<file path="src/hdl/srcm_pkg.sv">
package srcm_pkg;

  // Default ring depth handed to the top level
  localparam int MAX_SLOTS_DEFAULT = 256;

  // Fixed field widths
  localparam int POS_W       = 32;
  localparam int SLOT_W      = 8;
  localparam int OFFSET_W    = 24;
  localparam int OCC_W       = 9;
  localparam int CAP_W       = 4;
  localparam int STRIDE_W    = 17;
  localparam int CFG_INDEX_W = 2;
  localparam int CFG_DATA_W  = 17;

  // Register indexes
  localparam logic [CFG_INDEX_W-1:0] CFG_CAPACITY_LOG2 = 2'd0;
  localparam logic [CFG_INDEX_W-1:0] CFG_SLOT_STRIDE   = 2'd1;

  // Register reset values
  localparam logic [CAP_W-1:0]    CAP_LOG2_RESET = 4'd8;
  localparam logic [STRIDE_W-1:0] STRIDE_RESET   = 17'd64;

  // Per-slot state word ahead of the payload
  localparam logic [OFFSET_W-1:0] STATE_WORD_BYTES = 24'd4;

  // Busy map encoding
  localparam logic SLOT_FREE = 1'b0;
  localparam logic SLOT_BUSY = 1'b1;

  typedef enum logic [1:0] {
    OP_CLAIM_WRITE  = 2'd0,
    OP_COMMIT_WRITE = 2'd1,
    OP_CLAIM_READ   = 2'd2,
    OP_RELEASE_SLOT = 2'd3
  } op_t;

  typedef enum logic [1:0] {
    ST_OK    = 2'd0,
    ST_FULL  = 2'd1,
    ST_RETRY = 2'd2,
    ST_EMPTY = 2'd3
  } status_t;

  typedef struct packed {
    op_t               op;
    logic [POS_W-1:0]  position;
    logic [SLOT_W-1:0] slot;
  } in_t;

  typedef struct packed {
    status_t             status;
    logic [POS_W-1:0]    claim_pos;
    logic [SLOT_W-1:0]   claimed_slot;
    logic [OFFSET_W-1:0] payload_offset;
    logic [OCC_W-1:0]    occupancy;
  } out_t;

  // Decided result before the offset multiply
  typedef struct packed {
    status_t          status;
    logic [POS_W-1:0] position;
    logic [OCC_W-1:0] occupancy;
  } pend_t;

endpackage

</file>
<file path="src/hdl/srcm_ram.sv">
module srcm_ram #(
  parameter int WIDTH = 1,
  parameter int DEPTH = 256,
  localparam int ADDR_W = (DEPTH > 1) ? $clog2(DEPTH) : 1
) (
  input  logic              clk,
  input  logic              we,
  input  logic [ADDR_W-1:0] waddr,
  input  logic [WIDTH-1:0]  wdata,
  input  logic              re,
  input  logic [ADDR_W-1:0] raddr,
  output logic [WIDTH-1:0]  rdata
);

  logic [WIDTH-1:0] mem [DEPTH];

  // Write port and registered read port; read data holds until the next read
  always_ff @(posedge clk) begin
    if (we) begin
      mem[waddr] <= wdata;
    end
    if (re) begin
      rdata <= mem[raddr];
    end
  end

endmodule

</file>
<file path="src/hdl/srcm_clear.sv">
module srcm_clear #(
  parameter int DEPTH = 256,
  localparam int ADDR_W = (DEPTH > 1) ? $clog2(DEPTH) : 1
) (
  input  logic              clk,
  input  logic              rst,
  output logic              active,
  output logic [ADDR_W-1:0] addr
);

  localparam logic [ADDR_W-1:0] LAST = ADDR_W'(DEPTH - 1);

  // Sweep every entry once after reset, then stop
  always_ff @(posedge clk) begin
    if (rst) begin
      active <= 1'b1;
      addr   <= '0;
    end else if (active) begin
      if (addr == LAST) begin
        active <= 1'b0;
      end else begin
        addr <= addr + ADDR_W'(1);
      end
    end
  end

endmodule

</file>
<file path="src/hdl/srcm_result.sv">
module srcm_result #(
  parameter int SEL_W = 8
) (
  input  logic                          clk,
  input  logic                          rst,
  input  logic                          load,
  input  srcm_pkg::pend_t               pend,
  input  logic [SEL_W-1:0]              slot_full,
  input  logic [srcm_pkg::STRIDE_W-1:0] stride,
  output logic                          free,
  output logic                          out_valid,
  input  logic                          out_stall,
  output srcm_pkg::out_t                out_item
);

  import srcm_pkg::*;

  localparam int PROD_W = SEL_W + STRIDE_W;

  logic [PROD_W-1:0]   product;
  logic [OFFSET_W-1:0] offset;

  // Slot times stride plus the state word, wrapped to the offset width
  assign product = PROD_W'(slot_full) * PROD_W'(stride);
  assign offset  = product[OFFSET_W-1:0] + STATE_WORD_BYTES;

  // Take a new item whenever the held one is gone or leaving
  assign free = !out_valid || !out_stall;

  always_ff @(posedge clk) begin
    if (rst) begin
      out_valid <= 1'b0;
    end else if (free) begin
      out_valid <= load;
    end
  end

  // Hold the payload while stalled
  always_ff @(posedge clk) begin
    if (load && free) begin
      out_item.status         <= pend.status;
      out_item.claim_pos      <= pend.position;
      out_item.claimed_slot   <= slot_full[SLOT_W-1:0];
      out_item.payload_offset <= offset;
      out_item.occupancy      <= pend.occupancy;
    end
  end

endmodule

</file>
<file path="src/hdl/slot_ring_claim_manager.sv">
// Slot ring claim manager: write/read positions plus a per-slot busy map in a RAM.
// Path: an accepted item is registered in the decide stage (with the busy-map read), then in the output register.
// Flow: one item in flight; a new item is taken only once the last has left the decide stage,
// set by the busy-map read-modify-write (RAM read, then decide and write back).
// Reset (synchronous): positions zero, capacity_log2 8, stride 64; then a sweep clears
// all MAX_SLOTS busy-map entries (256 by default) with in_stall high; config taken.
module slot_ring_claim_manager #(
  parameter int MAX_SLOTS = srcm_pkg::MAX_SLOTS_DEFAULT
) (
  input  logic                            clk,
  input  logic                            rst,
  input  logic                            in_valid,
  output logic                            in_stall,
  input  srcm_pkg::in_t                   in_item,
  output logic                            out_valid,
  input  logic                            out_stall,
  output srcm_pkg::out_t                  out_item,
  input  logic                            cfg_valid,
  output logic                            cfg_ready,
  input  logic [srcm_pkg::CFG_INDEX_W-1:0] cfg_index,
  input  logic [srcm_pkg::CFG_DATA_W-1:0]  cfg_data
);

  import srcm_pkg::*;

  localparam int TOP    = $clog2(MAX_SLOTS + 1) - 1;
  localparam int ADDR_W = (MAX_SLOTS > 1) ? $clog2(MAX_SLOTS) : 1;
  localparam int SEL_W  = (ADDR_W > SLOT_W) ? ADDR_W : SLOT_W;
  localparam int LG_W   = 5;

  // Configuration
  logic [CAP_W-1:0]    cap_log2;
  logic [STRIDE_W-1:0] slot_stride;

  // Ring state
  logic [POS_W-1:0] write_pos;
  logic [POS_W-1:0] read_pos;
  logic [POS_W-1:0] write_pos_next;
  logic [POS_W-1:0] read_pos_next;

  // Mask
  logic [LG_W-1:0]  lg;
  logic [SEL_W:0]   mask_wide;
  logic [SEL_W-1:0] mask;

  // Accept side
  logic             in_accept;
  logic [SEL_W-1:0] acc_slot;
  logic             acc_release_ok;

  // Decide stage
  logic             s1_valid;
  op_t              s1_op;
  logic [POS_W-1:0] s1_pos;
  logic [SEL_W-1:0] s1_slot;
  logic             s1_release_ok;
  logic             s1_fire;

  logic             busy_rd;
  logic             upd_we;
  logic             upd_wdata;
  logic [POS_W-1:0] occ;
  logic [POS_W-1:0] occ_next;
  pend_t            pend;

  // Busy map ports
  logic              ram_we;
  logic [ADDR_W-1:0] ram_waddr;
  logic              ram_wdata;

  logic              clr_active;
  logic [ADDR_W-1:0] clr_addr;
  logic              res_free;

  // Configuration writes, always taken
  assign cfg_ready = 1'b1;

  always_ff @(posedge clk) begin
    if (rst) begin
      cap_log2    <= CAP_LOG2_RESET;
      slot_stride <= STRIDE_RESET;
    end else if (cfg_valid && cfg_ready) begin
      unique case (cfg_index)
        CFG_CAPACITY_LOG2: cap_log2    <= cfg_data[CAP_W-1:0];
        CFG_SLOT_STRIDE:   slot_stride <= cfg_data[STRIDE_W-1:0];
        default: ;
      endcase
    end
  end

  // Saturate capacity at the ring depth and build the slot mask
  assign lg        = ({1'b0, cap_log2} > LG_W'(TOP)) ? LG_W'(TOP) : {1'b0, cap_log2};
  assign mask_wide = ({{SEL_W{1'b0}}, 1'b1} << lg) - {{SEL_W{1'b0}}, 1'b1};
  assign mask      = mask_wide[SEL_W-1:0];

  // One item in flight; hold off during reset and the clearing sweep
  assign in_stall  = rst || clr_active || s1_valid;
  assign in_accept = in_valid && !in_stall;

  // Pick the slot this item addresses
  always_comb begin
    unique case (in_item.op)
      OP_CLAIM_WRITE:  acc_slot = write_pos[SEL_W-1:0] & mask;
      OP_COMMIT_WRITE: acc_slot = in_item.position[SEL_W-1:0] & mask;
      OP_CLAIM_READ:   acc_slot = read_pos[SEL_W-1:0] & mask;
      OP_RELEASE_SLOT: acc_slot = SEL_W'(in_item.slot);
      default:         acc_slot = '0;
    endcase
  end

  assign acc_release_ok = POS_W'(in_item.slot) < POS_W'(MAX_SLOTS);

  // Capture the item while the busy bit is read
  always_ff @(posedge clk) begin
    if (rst) begin
      s1_valid <= 1'b0;
    end else if (in_accept) begin
      s1_valid <= 1'b1;
    end else if (s1_fire) begin
      s1_valid <= 1'b0;
    end
  end

  always_ff @(posedge clk) begin
    if (in_accept) begin
      s1_op         <= in_item.op;
      s1_pos        <= in_item.position;
      s1_slot       <= acc_slot;
      s1_release_ok <= acc_release_ok;
    end
  end

  assign s1_fire = s1_valid && res_free;
  assign occ     = write_pos - read_pos;

  // Decide status, pointer moves and the busy-map update
  always_comb begin
    write_pos_next = write_pos;
    read_pos_next  = read_pos;
    upd_we         = 1'b0;
    upd_wdata      = SLOT_FREE;
    pend.status    = ST_OK;
    pend.position  = '0;
    unique case (s1_op)
      OP_CLAIM_WRITE: begin
        pend.position = write_pos;
        if (busy_rd == SLOT_BUSY) begin
          pend.status = (occ > POS_W'(mask)) ? ST_FULL : ST_RETRY;
        end else begin
          upd_we    = 1'b1;
          upd_wdata = SLOT_BUSY;
        end
      end
      OP_COMMIT_WRITE: begin
        pend.position  = s1_pos;
        write_pos_next = s1_pos + POS_W'(1);
      end
      OP_CLAIM_READ: begin
        pend.position = read_pos;
        if (occ == '0 || occ[POS_W-1]) begin
          pend.status = ST_EMPTY;
        end else begin
          read_pos_next = read_pos + POS_W'(1);
        end
      end
      OP_RELEASE_SLOT: begin
        upd_we    = s1_release_ok;
        upd_wdata = SLOT_FREE;
      end
      default: ;
    endcase
    occ_next       = write_pos_next - read_pos_next;
    pend.occupancy = occ_next[OCC_W-1:0];
  end

  // Advance the positions when the result is taken into the output stage
  always_ff @(posedge clk) begin
    if (rst) begin
      write_pos <= '0;
      read_pos  <= '0;
    end else if (s1_fire) begin
      write_pos <= write_pos_next;
      read_pos  <= read_pos_next;
    end
  end

  // Busy-map write: the clearing sweep, else the decided update
  assign ram_we    = clr_active || (s1_fire && upd_we);
  assign ram_waddr = clr_active ? clr_addr : s1_slot[ADDR_W-1:0];
  assign ram_wdata = clr_active ? SLOT_FREE : upd_wdata;

  srcm_clear #(
    .DEPTH (MAX_SLOTS)
  ) u_clear (
    .clk    (clk),
    .rst    (rst),
    .active (clr_active),
    .addr   (clr_addr)
  );

  srcm_ram #(
    .WIDTH (1),
    .DEPTH (MAX_SLOTS)
  ) u_busy_map (
    .clk   (clk),
    .we    (ram_we),
    .waddr (ram_waddr),
    .wdata (ram_wdata),
    .re    (in_accept),
    .raddr (acc_slot[ADDR_W-1:0]),
    .rdata (busy_rd)
  );

  srcm_result #(
    .SEL_W (SEL_W)
  ) u_result (
    .clk       (clk),
    .rst       (rst),
    .load      (s1_valid),
    .pend      (pend),
    .slot_full (s1_slot),
    .stride    (slot_stride),
    .free      (res_free),
    .out_valid (out_valid),
    .out_stall (out_stall),
    .out_item  (out_item)
  );

endmodule

</file>
<file path="config.mk">
export PLATFORM = sky130hd
export DESIGN_NAME = slot_ring_claim_manager
export DESIGN_NICKNAME = d
export VERILOG_FILES = /design/src/hdl/srcm_pkg.sv /design/src/hdl/srcm_ram.sv /design/src/hdl/srcm_clear.sv /design/src/hdl/srcm_result.sv /design/src/hdl/slot_ring_claim_manager.sv
export SDC_FILE = /design/constraint.sdc
export NUM_CORES = 1
export LEC_CHECK = 0
export BUFFER_PORTS_ARGS = -buffer_cell sky130_fd_sc_hd__buf_2
export CORE_MARGIN = 1.5
export CORE_UTILIZATION = 45
export DETAILED_ROUTE_END_ITERATION = 8
export PLACE_DENSITY = 0.67
export SLEW_MARGIN = 20
export SYNTH_ARGS = -nofsm -noshare
export SYNTH_HDL_FRONTEND = slang
export SYNTH_SLANG_ARGS = --single-unit
export TNS_END_PERCENT = 50
</file>
<file path="constraint.sdc">
create_clock -name clk -period 21.7 [get_ports clk]
set_input_delay 3.255 -clock clk [delete_from_list [all_inputs] [get_ports clk]]
set_output_delay 3.255 -clock clk [all_outputs]
set_load 0.01 [all_outputs]
</file>
==> metrics.txt, run 1 <==
outcome complete, no violations; P_sw 0.000450 W; WHS 0.511 ns; hold path endpoint read_pos[26]$_SDFFE_PP0P_; Gate Count Post-Synth 2868; register area share after synthesis 47.8%; H-tree levels 2; DIE WIDTH 250 µm; Synth Flop Type edfxtp_1; CP cell instances buf_4 -> or3_1 -> buf_2; setup_tns 0 ns; first-pass GRT wire length roughly 110 mm; Ys Warns 0; # hold bufs at CTS 0; start of the worst register-to-register path s1_slot[4]$_DFFE_PP_; Min-Delay Path Class reg -> reg; period utilization between 30% and 40%; Final Hold Vio Count 0; Reg clk slew, reported paths 0.06 ns; Int Power 0.00151 W; setup bufs post-CTS 0; clk root buf clkbuf_16; Avg WL per Cell 19.5 µm; post-CTS sizing 0; CTS sink count 470; P&R area growth vs syn 10.4%; clock tree buffer depth 3; hold path depth 2; Final Max Slew Viols 0; clock latency on the worst-skew pair 0.62 ns; Port Buffers 142; antenna violations before repair 2; total CTS buffers 52; Starting Density 45.5%; worst-margin pin slew 1.21 ns; Pre-antenna DRT Iters 7; Static Leakage around 12 nW; RSZ-0062 raised after global routing false; crit path time final 7.71 ns; worst reg2reg endpoint u_result.out_item[31]$_DFFE_PP_; largest net degree at the start of global routing about 130; WL final 72.6 mm; most frequent cells after synthesis 500 x nand2_1, 449 x nor2_1, 374 x edfxtp_1; number of routed nets with antenna violations 0; required time of the critical path 18.45 ns; Cell Pwr Density between 60 and 70 nW/µm²; R2R Setup Slk 15.55 ns; top cell type's share of synthesized area about two fifths; die area 62600 µm²; synthesized net count roughly 3100; final net count 3155; Clock power frac between 40 and 50%; drt drc 0; Worst path max stage delay 0.74 ns; most common cell in the netlist nand2_1; detailed-placement wirelength estimate 47.4 mm; Via Count 21500; Slew headroom 19.2%; row count 90; remaining global-route overflow 0; hold_sp read_pos[26]$_SDFFE_PP0P_; highest clock rate 0.130 GHz; Worst Setup End Kind primary output; Seq pwr share 49.4%; Synth cell types 94; Final setup viols 0; IO Pins 144; Reg2Reg Depth 21; CP Launch Type input pin; area leader, netlist edfxtp_1; drt first-iter violations 2185; Inserted Diodes 0; CTS tree built; leading post-synthesis cells by cell area edfxtp_1 41%, dfxtp_1 7.0%, nand2_1 6.8%, fa_1 6.7%, nor2_1 6.1%; ys async rst share 0%; Post-synth EDFFs around 370; sw frac 22.9%; gpl congestion 0.910; Core Util, Final 50.3%; #FFs+latches synth 470; critical path class in -> out; clock skew 0.0239 ns; share of post-route cells with drive strength above 1 9.76%; Post-Syn Area 27500 µm²; mean post-synth cell area 9.58 µm²; arrival time of the worst setup path between 4 and 5 ns; Die Y roughly 250 µm; combinational fraction of design power around 6.0%; Overall Global Routing Usage 22.9%; # Max-Cap Violations 0; vias in the first global route 20700; core footprint 60400 µm²; crit-path max FO 94; Via density 5.78; Pwr Total approximately 0.002 W; VDD IR-drop max 0.0600 mV; CP max-delay cell buf_4
power groups by stage:
stage,Clock [W],Combinational [W],Sequential [W]
floorplan,0,0.0000838,0.000985
global placement,0,0.000115,0.000988
detailed placement,0,0.000118,0.000989
CTS,0.000894,0.000118,0.000969
global route,0.000932,0.000132,0.000969
finish,0.000875,0.000119,0.000970
final cells by class:
class	count	area, µm²
multi-input combinational	2044	13000
clock buffer	68	1410
timing repair buffer	163	878
clock inverter	29	278
tap	782	978
fill	5489	30000
inverter	167	629
sequential	470	13200
sequential cells by signal, indices dropped and copies added (netlist names):
register            flops
u_busy_map.mem        256
u_result.out_item      75
read_pos               32
s1_pos                 32
write_pos              32
slot_stride            17
s1_slot                 8
u_clear.addr            8
cap_log2                4
s1_op                   2
s1_valid                1
u_busy_map.rdata        1
u_clear.active          1
u_result.out_valid      1
per-stage QoR:
step / setup WS [ns] / area [µm²] / instances
after CTS: 13.95 / 30300 / 3723
final: 13.99 / 30400 / 3723
after global routing: 13.62 / 30400 / 3723
after detailed placement: 13.44 / 28700 / 3626
after floorplan: 8.02 / 27500 / 2868
after global placement: 13.51 / 28700 / 3626
worst max path at each step:
stage / start / to / slack [ns] / cells after the start
floorplan: s1_op[0]$_DFFE_PP_ / u_busy_map.mem[0]$_DFFE_PP_ / 8.02 / 5
global placement: in_item[40] / u_busy_map.rdata$_DFFE_PP_ / 13.51 / 16
detailed placement: in_item[40] / u_busy_map.rdata$_DFFE_PP_ / 13.44 / 16
CTS: rst / in_stall / 13.95 / 3
global route: in_item[40] / u_busy_map.rdata$_DFFE_PP_ / 13.62 / 16
finish: rst / in_stall / 13.99 / 3
logic make-up (layout without fill, tap and decap cells):
group,count (synthesis),count (layout),share of synthesized area (%)
AND/OR/NAND/NOR,1296,1296,20.6
flip-flops,470,470,47.8
AO/OA/AOI/OAI,435,435,11.4
buffers and inverters,354,427,4.96
adder cells (fa/ha/maj),192,192,11.2
XOR/XNOR,110,110,3.53
multiplexers,10,10,0.364
other,1,1,0.0136
placed cells by master (no fill, tap or decap), types with 8 or more instances in the layout:
master	count
a31oi_1	40
o211ai_1	11
a311oi_1	32
inv_1	164
nand4_1	27
clkinv_2	14
clkbuf_16	52
xor2_1	35
o21ai_0	45
clkbuf_1	11
edfxtp_1	374
buf_2	141
fa_1	92
a21o_1	10
nor2_1	448
dfxtp_1	96
o21a_1	11
or3_1	14
a22oi_1	9
a211oi_1	59
a21oi_1	99
nand3_1	86
and3_1	66
mux2i_1	10
and2_1	65
a222oi_1	31
buf_4	20
nand2_1	500
nor3b_1	8
nand2b_1	18
nor3_1	21
xnor2_1	74
ha_1	98
worst max-delay path, delay by kind of cell:
family,cells,cell delay (ns)
buf+inv,2,0.89
simple gates,1,0.28
per-layer routing:
metal / GRT usage (%) / vias to the layer above / share of wire [%] / routed length, µm
li1: - / 10000 / - / -
met1: 31.7 / 10600 / 44 / 31700
met2: 36.9 / 815 / 47 / 34000
met3: 3.72 / 114 / 7.2 / 5210
met4: 6.70 / 0 / 2.4 / 1740
met5: 0 / - / 0 / 0
Note: power is estimated with default switching activity, not from simulation.
==> run 2, diff against run 1 <==
--- a/config.mk
+++ b/config.mk
@@ -9,7 +9,7 @@
 export CORE_MARGIN = 1.5
 export CORE_UTILIZATION = 45
 export DETAILED_ROUTE_END_ITERATION = 8
-export PLACE_DENSITY = 0.67
+export PLACE_DENSITY = 0.69
 export SLEW_MARGIN = 20
 export SYNTH_ARGS = -nofsm -noshare
 export SYNTH_HDL_FRONTEND = slang
==> constraint.sdc (replaced) <==
create_clock -name clk -period 6.2 [get_ports clk]
set_input_delay 0.93 -clock clk [delete_from_list [all_inputs] [get_ports clk]]
set_output_delay 0.93 -clock clk [all_outputs]
set_load 0.01 [all_outputs]
==> run 2 against run 1 <==
Against the previous run:
- register-to-register slack got worse by 15 ns
- non-clock buffer count increased by 12
- critical path depth increased by 18
- critical endpoint is now u_result.out_item[31]$_DFFE_PP_
- sequential cell count unchanged
- largest power group unchanged
==> metrics.txt, run 2 (same netlist as run 1, synthesis figures left out) <==
# placed instances roughly 3600; Pre-antenna DRT Iters 7; core footprint 60400 µm²; Overall Global Routing Usage 23.0%; Biggest register u_busy_map.mem; post-CTS sizing 0; Port Buffers around 140; Final setup viols 0; drt first-iter violations 2276; WL final 73.0 mm; Slew headroom 22.2%; Final Hold Vio Count 0; period utilization 92.5%; antenna violations before repair 0; setup bufs post-CTS 0; crit-path max FO 10; drt drc 0; crit path time final 5.74 ns; Die Y between 200 and 300 µm; clock tree buffer depth 3; final net count between 3000 and 4000; largest net degree at the start of global routing 257; Via Count roughly 22000; Inserted Diodes 0; VDD IR-drop max 0.207 mV; gpl congestion 0.903; setup_tns 0 ns; Core Util, Final 50.4%; Final Max Slew Viols 0; Cell Pwr Density ~220 nW/µm²; RSZ-0062 raised after global routing false; IO Pins 144; die area 62600 µm²; # Max-Cap Violations 0; arrival time of the worst setup path 6.08 ns; Starting Density 45.5%; DIE WIDTH 250 µm; vias in the first global route 21200; highest clock rate 0.174 GHz; # hold bufs at CTS 0; max reg flops around 260; remaining global-route overflow 0; number of routed nets with antenna violations 0; final std cells w/o fill 3734; total CTS buffers between 50 and 60; Reg clk slew, reported paths 0.06 ns; worst-margin pin slew 1.17 ns; H-tree levels 2; fin area roughly 30000 µm²; biggest regs u_busy_map.mem x256, u_result.out_item x75; Worst Setup End Kind flop; detailed-placement wirelength estimate 47.8 mm; critical path class reg -> reg; clock latency on the worst-skew pair 0.60 ns; Fillers 5416; Via density 5.79; most frequent cells in the layout 500 x nand2_1, 448 x nor2_1, 374 x edfxtp_1; CP Launch Type flop; share of post-route cells with drive strength above 1 9.86%; required time of the critical path 6.55 ns; CTS sink count 470; first-pass GRT wire length roughly 110 mm; WHS about 0.50 ns; Min-Delay Path Class reg -> reg; outcome complete, no violations; CTS tree built; most common cell after layout, fill and taps aside nand2_1; Static Leakage 11.7 nW; clk root buf clkbuf_16; Avg WL per Cell 19.6 µm; row count 90; clock skew about 0.017 ns; Placed Area between 20000 and 30000 µm²; P&R area growth vs syn 10.8%
run 2: power breakdown:
| group | internal, W | switching [W] |
|---|---|---|
| sequential | 0.00338 | 0.0000153 |
| combinational | 0.000151 | 0.000286 |
| clock | 0.00169 | 0.00127 |
run 2: metrics by stage:
stage          setup slack, ns  total power [W]
2_1_floorplan            0.581          0.00374
3_3_place_gp             0.536          0.00388
3_5_place_dp             0.551          0.00389
4_1_cts                  0.520          0.00684
5_1_grt                 0.0674          0.00701
6_report                 0.465          0.00680
run 2: area by class of cell:
type | instances | area (µm²) | share of cell area [%]
Clock inverter | 22 | 186 | 0.612
Timing Repair Buffer | 175 | 1040 | 3.40
Tap cell | 782 | 978 | 3.21
Sequential cell | 470 | 13200 | 43.2
Multi-Input combinational cell | 2044 | 13000 | 42.8
Clock buffer | 74 | 1430 | 4.71
Inverter | 167 | 629 | 2.07
run 2: metal layers:
metal	routed length (µm)	vias to the layer above	GRT usage, %	share of wire [%]
met5	0	-	0	0
met3	6380	159	4.25	8.7
met2	33200	925	36.4	45
li1	-	10000	-	-
met4	2630	0	9.19	3.6
met1	30800	10500	31.1	42
run 2: worst max-delay path: stages (launching register included):
cell      delay [ns]
edfxtp_1        0.53
and2_1          0.24
fa_1            0.45
fa_1            0.54
inv_1           0.05
fa_1            0.46
fa_1            0.54
inv_1           0.04
ha_1            0.32
inv_1           0.04
o21ai_0         0.18
a21oi_1         0.12
o21ai_0         0.18
a21oi_1         0.15
o311a_1         0.39
a211oi_1        0.43
a211oi_1        0.20
o21bai_1        0.16
a21o_1          0.16
a21o_1          0.11
a21oi_1         0.07
xnor2_1         0.13
run 2: worst paths after layout:
path,start,end,slack (ns),cells after the start
worst max-delay path,s1_slot[4]$_DFFE_PP_,u_result.out_item[31]$_DFFE_PP_,0.46,21
worst min-delay path,read_pos[26]$_SDFFE_PP0P_,read_pos[26]$_SDFFE_PP0P_,0.50,2
worst max register to register,s1_slot[4]$_DFFE_PP_,u_result.out_item[31]$_DFFE_PP_,0.46,21
worst min register to register,read_pos[26]$_SDFFE_PP0P_,read_pos[26]$_SDFFE_PP0P_,0.50,2
